`src/imsc_pkg.sv`:
```
// imsc_pkg: shared types, constants and helpers of the imu sample calibration block
// used by every module of the block; no dependencies
`default_nettype none

package imsc_pkg;

  localparam int TABLE_DEPTH      = 27;
  localparam int LANES            = 3;
  localparam int BANK_DEPTH       = 9;
  localparam int DIV_STEPS        = 17;
  localparam int SQRT_STEPS       = 32;
  localparam int CFG_ADDR_W       = 5;
  localparam int DEF_COEF_WIDTH   = 32;
  localparam int DEF_SAMPLE_WIDTH = 16;
  localparam logic [31:0] DEG2RAD_Q32 = 32'd74961321;

  typedef enum logic [1:0] {K_GYRO, K_ACCEL, K_MAG, K_COEF} func_t;

  typedef enum logic [2:0] {
    REG_FILT_EN, REG_ALPHA, REG_GYRO_SCALE, REG_ACCEL_SCALE, REG_MAG_SCALE
  } reg_idx_t;

  typedef enum logic [2:0] {S_IDLE, S_RUN, S_SQ, S_SQRT, S_DIV, S_DONE} state_t;

  // coefficient slots inside one lane bank
  localparam logic [3:0] LOC_MAG_OFF   = 4'd0;
  localparam logic [3:0] LOC_MAG_ROW   = 4'd1;
  localparam logic [3:0] LOC_ACC_OFF   = 4'd4;
  localparam logic [3:0] LOC_ACC_ROW   = 4'd5;
  localparam logic [3:0] LOC_GYRO_BIAS = 4'd8;

  typedef enum logic [2:0] {A_RAW, A_VAL, A_VEC0, A_VEC1, A_VEC2, A_POUT, A_PIN} asel_t;
  typedef enum logic [2:0] {B_SCALE, B_DEG, B_HI, B_LO, B_AINV, B_ALPHA, B_VAL} bsel_t;
  typedef enum logic [3:0] {
    C_NOP, C_SH16, C_SH32, C_SUBC, C_RAWOFF, C_LOAD, C_KEEP, C_QACC,
    C_ACCOUT, C_FILT, C_DIVINIT, C_DIVSTEP, C_DIVOUT
  } cop_t;

  typedef struct packed {
    logic       mul;
    asel_t      asel;
    bsel_t      bsel;
    logic [3:0] loc;
    cop_t       cop;
    logic       aclr;
    logic       filt;
    logic       last;
  } lane_ctrl_t;

  typedef struct packed {
    logic [1:0] lane;
    logic [3:0] loc;
  } coef_map_t;

  localparam lane_ctrl_t NOP_CTRL = '{
    mul: 1'b0, asel: A_RAW, bsel: B_SCALE, loc: 4'd0, cop: C_NOP,
    aclr: 1'b0, filt: 1'b0, last: 1'b0
  };

  function automatic logic signed [31:0] sat32(input logic signed [69:0] x);
    if (x > 70'sd2147483647) return 32'sh7fffffff;
    if (x < -70'sd2147483648) return 32'sh80000000;
    return x[31:0];
  endfunction

  function automatic logic signed [31:0] neg_sat(input logic signed [31:0] v);
    return (v == 32'sh80000000) ? 32'sh7fffffff : -v;
  endfunction

  function automatic lane_ctrl_t mk(input logic m, input asel_t a, input bsel_t b,
                                    input logic [3:0] loc, input cop_t c);
    lane_ctrl_t r;
    r = NOP_CTRL;
    r.mul  = m;
    r.asel = a;
    r.bsel = b;
    r.loc  = loc;
    r.cop  = c;
    return r;
  endfunction

  // one row-times-vector product: high-half multiply, low-half multiply and accumulate per column
  function automatic lane_ctrl_t mat(input logic [3:0] rel, input logic [3:0] base);
    lane_ctrl_t c;
    c = NOP_CTRL;
    case (rel)
      4'd0: begin
        c = mk(1'b1, A_VEC0, B_HI, base, C_NOP);
        c.aclr = 1'b1;
      end
      4'd1: c = mk(1'b1, A_VEC0, B_LO, base, C_KEEP);
      4'd2: c = mk(1'b0, A_VAL, B_VAL, base, C_QACC);
      4'd3: c = mk(1'b1, A_VEC1, B_HI, base + 4'd1, C_NOP);
      4'd4: c = mk(1'b1, A_VEC1, B_LO, base + 4'd1, C_KEEP);
      4'd5: c = mk(1'b0, A_VAL, B_VAL, base, C_QACC);
      4'd6: c = mk(1'b1, A_VEC2, B_HI, base + 4'd2, C_NOP);
      4'd7: c = mk(1'b1, A_VEC2, B_LO, base + 4'd2, C_KEEP);
      4'd8: c = mk(1'b0, A_VAL, B_VAL, base, C_QACC);
      default: c = NOP_CTRL;
    endcase
    return c;
  endfunction

  function automatic lane_ctrl_t ucode(input func_t k, input logic [4:0] s);
    lane_ctrl_t c;
    c = NOP_CTRL;
    case (k)
      K_GYRO: begin
        case (s)
          5'd0: c = mk(1'b1, A_RAW, B_SCALE, 4'd0, C_NOP);
          5'd1: c = mk(1'b0, A_VAL, B_VAL, 4'd0, C_SH16);
          5'd2: c = mk(1'b0, A_VAL, B_VAL, LOC_GYRO_BIAS, C_SUBC);
          5'd3: c = mk(1'b1, A_VAL, B_DEG, 4'd0, C_NOP);
          5'd4: c = mk(1'b0, A_VAL, B_VAL, 4'd0, C_SH32);
          5'd5: begin
            c = mk(1'b0, A_VAL, B_VAL, 4'd0, C_LOAD);
            c.last = 1'b1;
          end
          default: c = NOP_CTRL;
        endcase
      end
      K_ACCEL: begin
        if (s >= 5'd4 && s <= 5'd12) begin
          c = mat(4'(s - 5'd4), LOC_ACC_ROW);
        end else begin
          case (s)
            5'd0: c = mk(1'b1, A_RAW, B_SCALE, 4'd0, C_NOP);
            5'd1: c = mk(1'b0, A_VAL, B_VAL, 4'd0, C_SH16);
            5'd2: c = mk(1'b0, A_VAL, B_VAL, 4'd0, C_LOAD);
            5'd3: c = mk(1'b0, A_VAL, B_VAL, LOC_ACC_OFF, C_SUBC);
            5'd13: begin
              c = mk(1'b0, A_VAL, B_VAL, 4'd0, C_ACCOUT);
              c.last = 1'b1;
            end
            default: c = NOP_CTRL;
          endcase
        end
      end
      K_MAG: begin
        if (s >= 5'd1 && s <= 5'd9) begin
          c = mat(4'(s - 5'd1), LOC_MAG_ROW);
        end else begin
          case (s)
            5'd0:  c = mk(1'b0, A_VAL, B_VAL, LOC_MAG_OFF, C_RAWOFF);
            5'd10: c = mk(1'b0, A_VAL, B_VAL, 4'd0, C_ACCOUT);
            5'd11: c = mk(1'b1, A_VAL, B_SCALE, 4'd0, C_NOP);
            5'd12: c = mk(1'b0, A_VAL, B_VAL, 4'd0, C_SH32);
            5'd13: c = mk(1'b0, A_VAL, B_VAL, 4'd0, C_LOAD);
            5'd14: begin
              c = mk(1'b1, A_POUT, B_AINV, 4'd0, C_NOP);
              c.filt = 1'b1;
            end
            5'd15: begin
              c = mk(1'b1, A_PIN, B_ALPHA, 4'd0, C_KEEP);
              c.filt = 1'b1;
            end
            5'd16: begin
              c = mk(1'b0, A_VAL, B_VAL, 4'd0, C_FILT);
              c.filt = 1'b1;
            end
            5'd17: begin
              c = mk(1'b1, A_VAL, B_VAL, 4'd0, C_NOP);
              c.last = 1'b1;
            end
            default: c = NOP_CTRL;
          endcase
        end
      end
      default: c = NOP_CTRL;
    endcase
    return c;
  endfunction

  function automatic coef_map_t row_split(input logic [4:0] d, input logic [3:0] base);
    coef_map_t m;
    if (d >= 5'd6) begin
      m.lane = 2'd2;
      m.loc  = base + 4'(d - 5'd6);
    end else if (d >= 5'd3) begin
      m.lane = 2'd1;
      m.loc  = base + 4'(d - 5'd3);
    end else begin
      m.lane = 2'd0;
      m.loc  = base + 4'(d);
    end
    return m;
  endfunction

  // global table index to lane and slot
  function automatic coef_map_t coef_map(input logic [4:0] idx);
    coef_map_t m;
    if (idx < 5'd3) begin
      m.lane = idx[1:0];
      m.loc  = LOC_MAG_OFF;
    end else if (idx < 5'd12) begin
      m = row_split(idx - 5'd3, LOC_MAG_ROW);
    end else if (idx < 5'd15) begin
      m.lane = 2'(idx - 5'd12);
      m.loc  = LOC_ACC_OFF;
    end else if (idx < 5'd24) begin
      m = row_split(idx - 5'd15, LOC_ACC_ROW);
    end else begin
      m.lane = 2'(idx - 5'd24);
      m.loc  = LOC_GYRO_BIAS;
    end
    return m;
  endfunction

endpackage

`default_nettype wire

```
`src/imsc_sqrt.sv`:
```
// imsc_sqrt: merging stage, floor square root of the lanes' summed squares
// settles one result bit from each input bit pair, one root at a time; depends on imsc_pkg
`default_nettype none

module imsc_sqrt (
  input  wire logic        clk,
  input  wire logic        rst,
  input  wire logic        start,
  input  wire logic [63:0] x,
  output logic             done,
  output logic [31:0]      root
);
  import imsc_pkg::*;

  localparam int CNT_W = $clog2(SQRT_STEPS);

  logic [63:0]      xr;
  logic [63:0]      res;
  logic [63:0]      bitv;
  logic [64:0]      trial;
  logic [CNT_W-1:0] cnt;
  logic             run;

  assign trial = 65'(res) + 65'(bitv);
  assign root  = res[31:0];

  always_ff @(posedge clk) begin
    if (rst) begin
      run  <= 1'b0;
      done <= 1'b0;
      cnt  <= '0;
    end else begin
      done <= 1'b0;
      if (start) begin
        run <= 1'b1;
        cnt <= '0;
      end else if (run) begin
        cnt <= cnt + 1'b1;
        if (cnt == CNT_W'(SQRT_STEPS - 1)) begin
          run  <= 1'b0;
          done <= 1'b1;
        end
      end
    end
  end

  always_ff @(posedge clk) begin
    if (start) begin
      xr   <= x;
      res  <= '0;
      bitv <= 64'd1 << 62;
    end else if (run) begin
      if (65'(xr) >= trial) begin
        xr  <= xr - trial[63:0];
        res <= (res >> 1) + bitv;
      end else begin
        res <= res >> 1;
      end
      bitv <= bitv >> 2;
    end
  end

endmodule

`default_nettype wire

```
`config.mk`:
```
export PLATFORM = sky130hd
export DESIGN_NAME = imsc_sqrt
export DESIGN_NICKNAME = d
export VERILOG_FILES = /design/src/imsc_pkg.sv /design/src/imsc_sqrt.sv
export SDC_FILE = /design/constraint.sdc
export NUM_CORES = 1
export LEC_CHECK = 0
export ABC_AREA = 1
export BUFFER_PORTS_ARGS = -buffer_cell sky130_fd_sc_hd__buf_2
export CAP_MARGIN = 25
export CORE_UTILIZATION = 30
export DETAILED_ROUTE_END_ITERATION = 10
export SLEW_MARGIN = 20
export SYNTH_ARGS = -nofsm -noshare
export SYNTH_HDL_FRONTEND = slang
export SYNTH_SLANG_ARGS = --single-unit
export TNS_END_PERCENT = 1
```
`constraint.sdc`:
```
create_clock -name clk -period 6.25 [get_ports clk]
set_clock_uncertainty 0.1 [all_clocks]
set_input_delay 0.3125 -clock clk [delete_from_list [all_inputs] [get_ports clk]]
set_output_delay 0.3125 -clock clk [all_outputs]
set_load 0.05 [all_outputs]
```
### Word level (Yosys, flattened, before mapping)

Index checks and enable logic that the tools add are counted.

* register bits: 167
* input bits: 67
* word-level logic and storage cells: 26

* $add $sub $neg: 4
* bitwise operators: 1
* multiplexer cells: 8
* reductions and logical operators: 5
* magnitude comparators: 1
* equal/unequal tests: 1

Operators by type and width (number)
* $mux W64: 4
* $add A64 B63 Y65: 1
* $ge A64 B65 Y1: 1
* $add A63 B63 Y64: 1
* $sub A64 B64 Y64: 1
* $add A5 B1 Y5 const B: 1
* $eq A5 B5 Y1 const B: 1
* $mux W1: 4
* $reduce_bool A2 Y1: 2
* $reduce_or A3 Y1: 1
* $reduce_and A2 Y1: 1
* $reduce_or A2 Y1: 1
* $not A1 Y1: 1

### Longest topological paths before layout

* depth after elaboration: 5
* depth in mapped cells: 33
* mapped depth without buffers: 31

### Least setup slack after synthesis

OpenSTA, ideal clock, no wires.

* kind: flip-flop to flip-flop
* start point: register res[4]
* end point: register xr[0] (enable)
* data arrival time: 5.194 ns
* path slack: 0.533 ns
* path buffers: 2
* stages on the path, launching flop included: 27
* clock period less this slack: 5.717 ns
* data required time: 5.726 ns
* cells stage by stage: dfxtp_1 > ha_1 > nand2_1 > o21ai_0 > nor2_1 > o21ai_0 > a21oi_1 > inv_1 > a21o_1 > a21boi_0 > o21ai_0 > xor2_1 > ha_1 > nand2_1 > nor2_1 > inv_1 > nor2_1 > nand2_1 > nor2_1 > nand2_1 > nand3_1 > nand3_2 > nand2_2 > buf_6 > buf_6 > nand2_1 > nand2_1

* longest elaborated chain between the ends: 4

Ends and longest elaborated chain
* start: declaration: line imsc_sqrt.sv:18 `logic [63:0] res;`
* start signal: assignment: line imsc_sqrt.sv:55 `res <= (res >> 1) + bitv;`
* start signal: assignment: line imsc_sqrt.sv:57 `res <= res >> 1;`
* $add A64 B63 Y65: line imsc_sqrt.sv:24 `assign trial = 65'(res) + 65'(bitv);`
* $ge A64 B65 Y1: line imsc_sqrt.sv:53 `if (65'(xr) >= trial) begin`
* $reduce_bool A2 Y1 (no line)
* $reduce_and A2 Y1 (no line)
* end signal: assignment: line imsc_sqrt.sv:54 `xr <= xr - trial[63:0];`
* end: declaration: line imsc_sqrt.sv:17 `logic [63:0] xr;`

No other way between the ends.
A chain may end at the register's enable or synchronous reset.

### Worst setup path after layout

* start point: register res[4]
* end point: register xr[44] (enable)

The elaborated chain is that of the path after synthesis.

==> flow_metrics.py <==
metrics = {
    "pwr": {
        "p_int_uw": 3530,
        "powerDensity_mw_per_mm2": 365,
        "p_comb_share_pct": 63.5,
        "vdd_ir_drop_max_mv": 0.239,
        "p_leak_uw": 0.00893,
        "switchingPower_uw": 4140,
        "pwr-share-seq_pct": 22.1,
        "p_clk_share_pct": 14.4,
        "p_sw_share_pct": 54.0,
    },
    "worst_setup_path": {
        "worst-path-buf-inv": 1,
        "cpLargestDelayFamily": "simple AND/OR/NAND/NOR gates",
        "cp_max_fo": 64,
        "cp-start-kind": "flop",
        "arrival_ns": 5.96,
        "path_class": "reg -> reg",
        "crit_chain": "ha_1 > nand2_1 > o21ai_0 > nor2_1 > o21ai_1 > a21oi_1 > o21ai_0 > xor2_1 > ha_1 > nand2_1 > nor2_1 > nand2_1 > nor3_1 > nand4_1 > nand2_1 > nand3_1 > nand2_2 > nor2_8 > nand2_2 > nand2_1 > nand2_2 > buf_12",
        "slowest_delay_ns": 0.53,
        "r2r_slack_ns": 0.35,
        "slowest_stage": "o21ai_0",
        "crit_top_cell": "nand2_1",
        "cp-end-kind": "flop",
        "cp_data_required_time_ns": 6.31,
    },
    "floorplan": {
        "row_count": 91,
        "die-area_mm2": 0.0634,
        "die_h_um": 252,
        "core_area_mm2": 0.0617,
        "initial_core_util_pct": 30.3,
        "die_w_um": 252,
        "io_pins": 100,
    },
    "layout": {
        "area_growth_pct": 12.3,
        "final_layout_size_suffix_gt1_share_pct": 6.49,
        "diodes": 0,
        "fin_nets": 3406,
    },
    "global_routing": {
        "grt_pass1_vias": 19100,
        "grt_max_degree": 95,
        "grtUsageTotal_pct": 23.5,
        "antenna_found_initial": 1,
        "grt_pass1_wl_mm": 114,
        "grt.overflow.total": 0,
    },
    "route": {
        "drc_errors": 0,
        "viasPerCell": 5.15,
        "drtPass1Iterations": 7,
        "drt-initial-drc-count": 2255,
        "wirelength_mm": 75.5,
        "drtAntennaViolNets": 0,
        "wire_per_inst_um": 18.6,
        "routed-via-count": 20900,
    },
    "place": {
        "io_buffers": 99,
        "dp_hpwl_mm": 61.2,
        "gp_congestion": 1.02,
        "dp_slack_ns": 0.365,
    },
    "sta": {
        "finalCritPeriodShare_pct": 94.3,
        "worst-slew-pin-transition_ns": 1.03,
        "layout_setup_ws_ns": 0.354,
        "finalSetupTns_ns": 0,
        "max_freq_mhz": 170,
        "slew_violations": 0,
        "slew_headroom_pct": 31.0,
        "finalSetupViolCount": 0,
        "period_minus_slack_ns": 5.90,
        "finalHoldViolCount": 0,
        "rsz0062_at_grt": "no",
    },
    "clocking": {
        "htreeDepth": 4,
        "cts_buffers": 17,
        "cts_tree": "done",
        "cts_setup_buffers": 0,
        "cts-root-buf": "clkbuf_16",
        "clk-insertion-delay-late_ns": 0.52,
        "clockBufferDepth": 2,
        "clk_pin_slew_ns": 0.07,
        "cts_sinks": 167,
    },
    "synthesis": {
        "synth.avg_cell_area_um2": 6.01,
        "syn_nets": 3315,
        "synthCells": 3115,
        "synth-seq-cells": 167,
        "yosysSeqAreaShare_pct": 21.3,
        "synth-edff-count": 64,
        "ys_warn_count": 0,
        "ys_async_sr_fraction_pct": 0,
        "synth_area_mm2": 0.0187,
        "synth_cell_type_count": 49,
        "synth_flop_cell": "dfxtp_1",
    },
    "run_status": {
        "outcome": "completed",
    },
    "run": {
        "cap_violations": 0,
    },
    "hold_path": {
        "hold_class": "in -> reg",
    },
}
cell families after synthesis:
family	Yosys count	share of synthesized area [%]
compound gates	601	17.6
xor+xnor	127	5.95
fa+ha+maj	133	8.94
buf+inv	533	11.7
flops	167	21.3
simple gates	1554	34.6
metal layers:
layer  share of wire (%)  track usage (%)
met2                  44             37.0
met1                  46             32.4
met3                 7.3             4.22
met4                 2.5             7.16
met5                   0                0
stage by stage:
| stage | instances | cell area (um^2) | hold slack (ns) | power [uW] | util [%] |
|---|---|---|---|---|---|
| 2_1_floorplan | 3115 | 18700 | 0.282 | 4990 | - |
| 3_3_place_gp | 3976 | 19900 | 0.360 | 6440 | 32.3 |
| 3_5_place_dp | 3976 | 19900 | 0.360 | 6430 | 32.3 |
| 4_1_cts | 4054 | 21000 | 0.00404 | 7570 | 34.0 |
| 5_1_grt | 4056 | 21000 | 0.0396 | 8240 | 34.1 |
| 6_report | 4056 | 21000 | 0.0186 | 7670 | 34.1 |
cell usage in the layout (no fill, tap or decap), drive strengths merged, types with 47 or more instances in the layout:
master    n
o21ai   242
xnor2    47
ha      132
buf     133
nand3   260
edfxtp   64
xor2     80
nand2   775
nor2    393
inv     434
a21oi   247
dfxtp   103
Yosys cell counts (23+ instances only):
library cell	n	area, um^2
nor3_1	41	205
edfxtp_1	64	1920
a21oi_1	247	1240
xnor2_1	47	412
nor2_1	390	1460
inv_1	421	1580
nand2_1	769	2890
nand4_1	42	263
ha_1	132	1650
clkbuf_1	52	195
dfxtp_1	103	2060
buf_4	32	240
o21bai_1	24	180
xor2_1	80	701
nand3_1	259	1300
o21ai_0	233	1170
or2_2	23	144
power by group through the flow:
| stage | registers, uW | logic (uW) | clock network (uW) |
|---|---|---|---|
| 2_1_floorplan | 1620 | 3360 | 0 |
| 3_3_place_gp | 1720 | 4720 | 0 |
| 3_5_place_dp | 1720 | 4700 | 0 |
| 4_1_cts | 1700 | 4750 | 1120 |
| 5_1_grt | 1720 | 5360 | 1160 |
| 6_report | 1700 | 4870 | 1110 |
what timing repair did:
item,in CTS,in global routing
hold endpoints to repair,48,0
setup endpoints to repair,0,128
resized for setup,0,2
hold buffers,46,0
path summary, 6_finish.rpt:
| check | startpoint | to | cells after the start |
|---|---|---|---|
| max | res[4] | xr[44] | 22 |
| min reg2reg | cnt[4] | cnt[4] | 2 |
| max reg2reg | res[4] | xr[44] | 22 |
| min | x[15] | xr[15] | 3 |
registers in the layout (all words and copies together) (netlist names):
name and cells:
run 1, bitv 32, cnt 5, xr 64, res 64, done 1
layout make-up:
class                   instances  area [um^2]
clock buffers                  19          443
clock inverters                13          125
fillers                      6989        40700
inverters                     425         1600
multi-input cells            2416        12600
flip-flops and latches        167         3990
well taps                     837         1050
repair buffers                179         1260
worst reg2reg max path: stages, from the launching register on:
cell and delay [ns]:
dfxtp_1 0.39, ha_1 0.38, nand2_1 0.10, o21ai_0 0.24
nor2_1 0.10, o21ai_1 0.42, a21oi_1 0.21, o21ai_0 0.53
xor2_1 0.17, ha_1 0.40, nand2_1 0.12, nor2_1 0.14
nand2_1 0.17, nor3_1 0.53, nand4_1 0.23, nand2_1 0.11
nand3_1 0.09, nand2_2 0.23, nor2_8 0.16, nand2_2 0.16
nand2_1 0.07, nand2_2 0.09, buf_12 0.33
(Power assumes the default switching activity.)
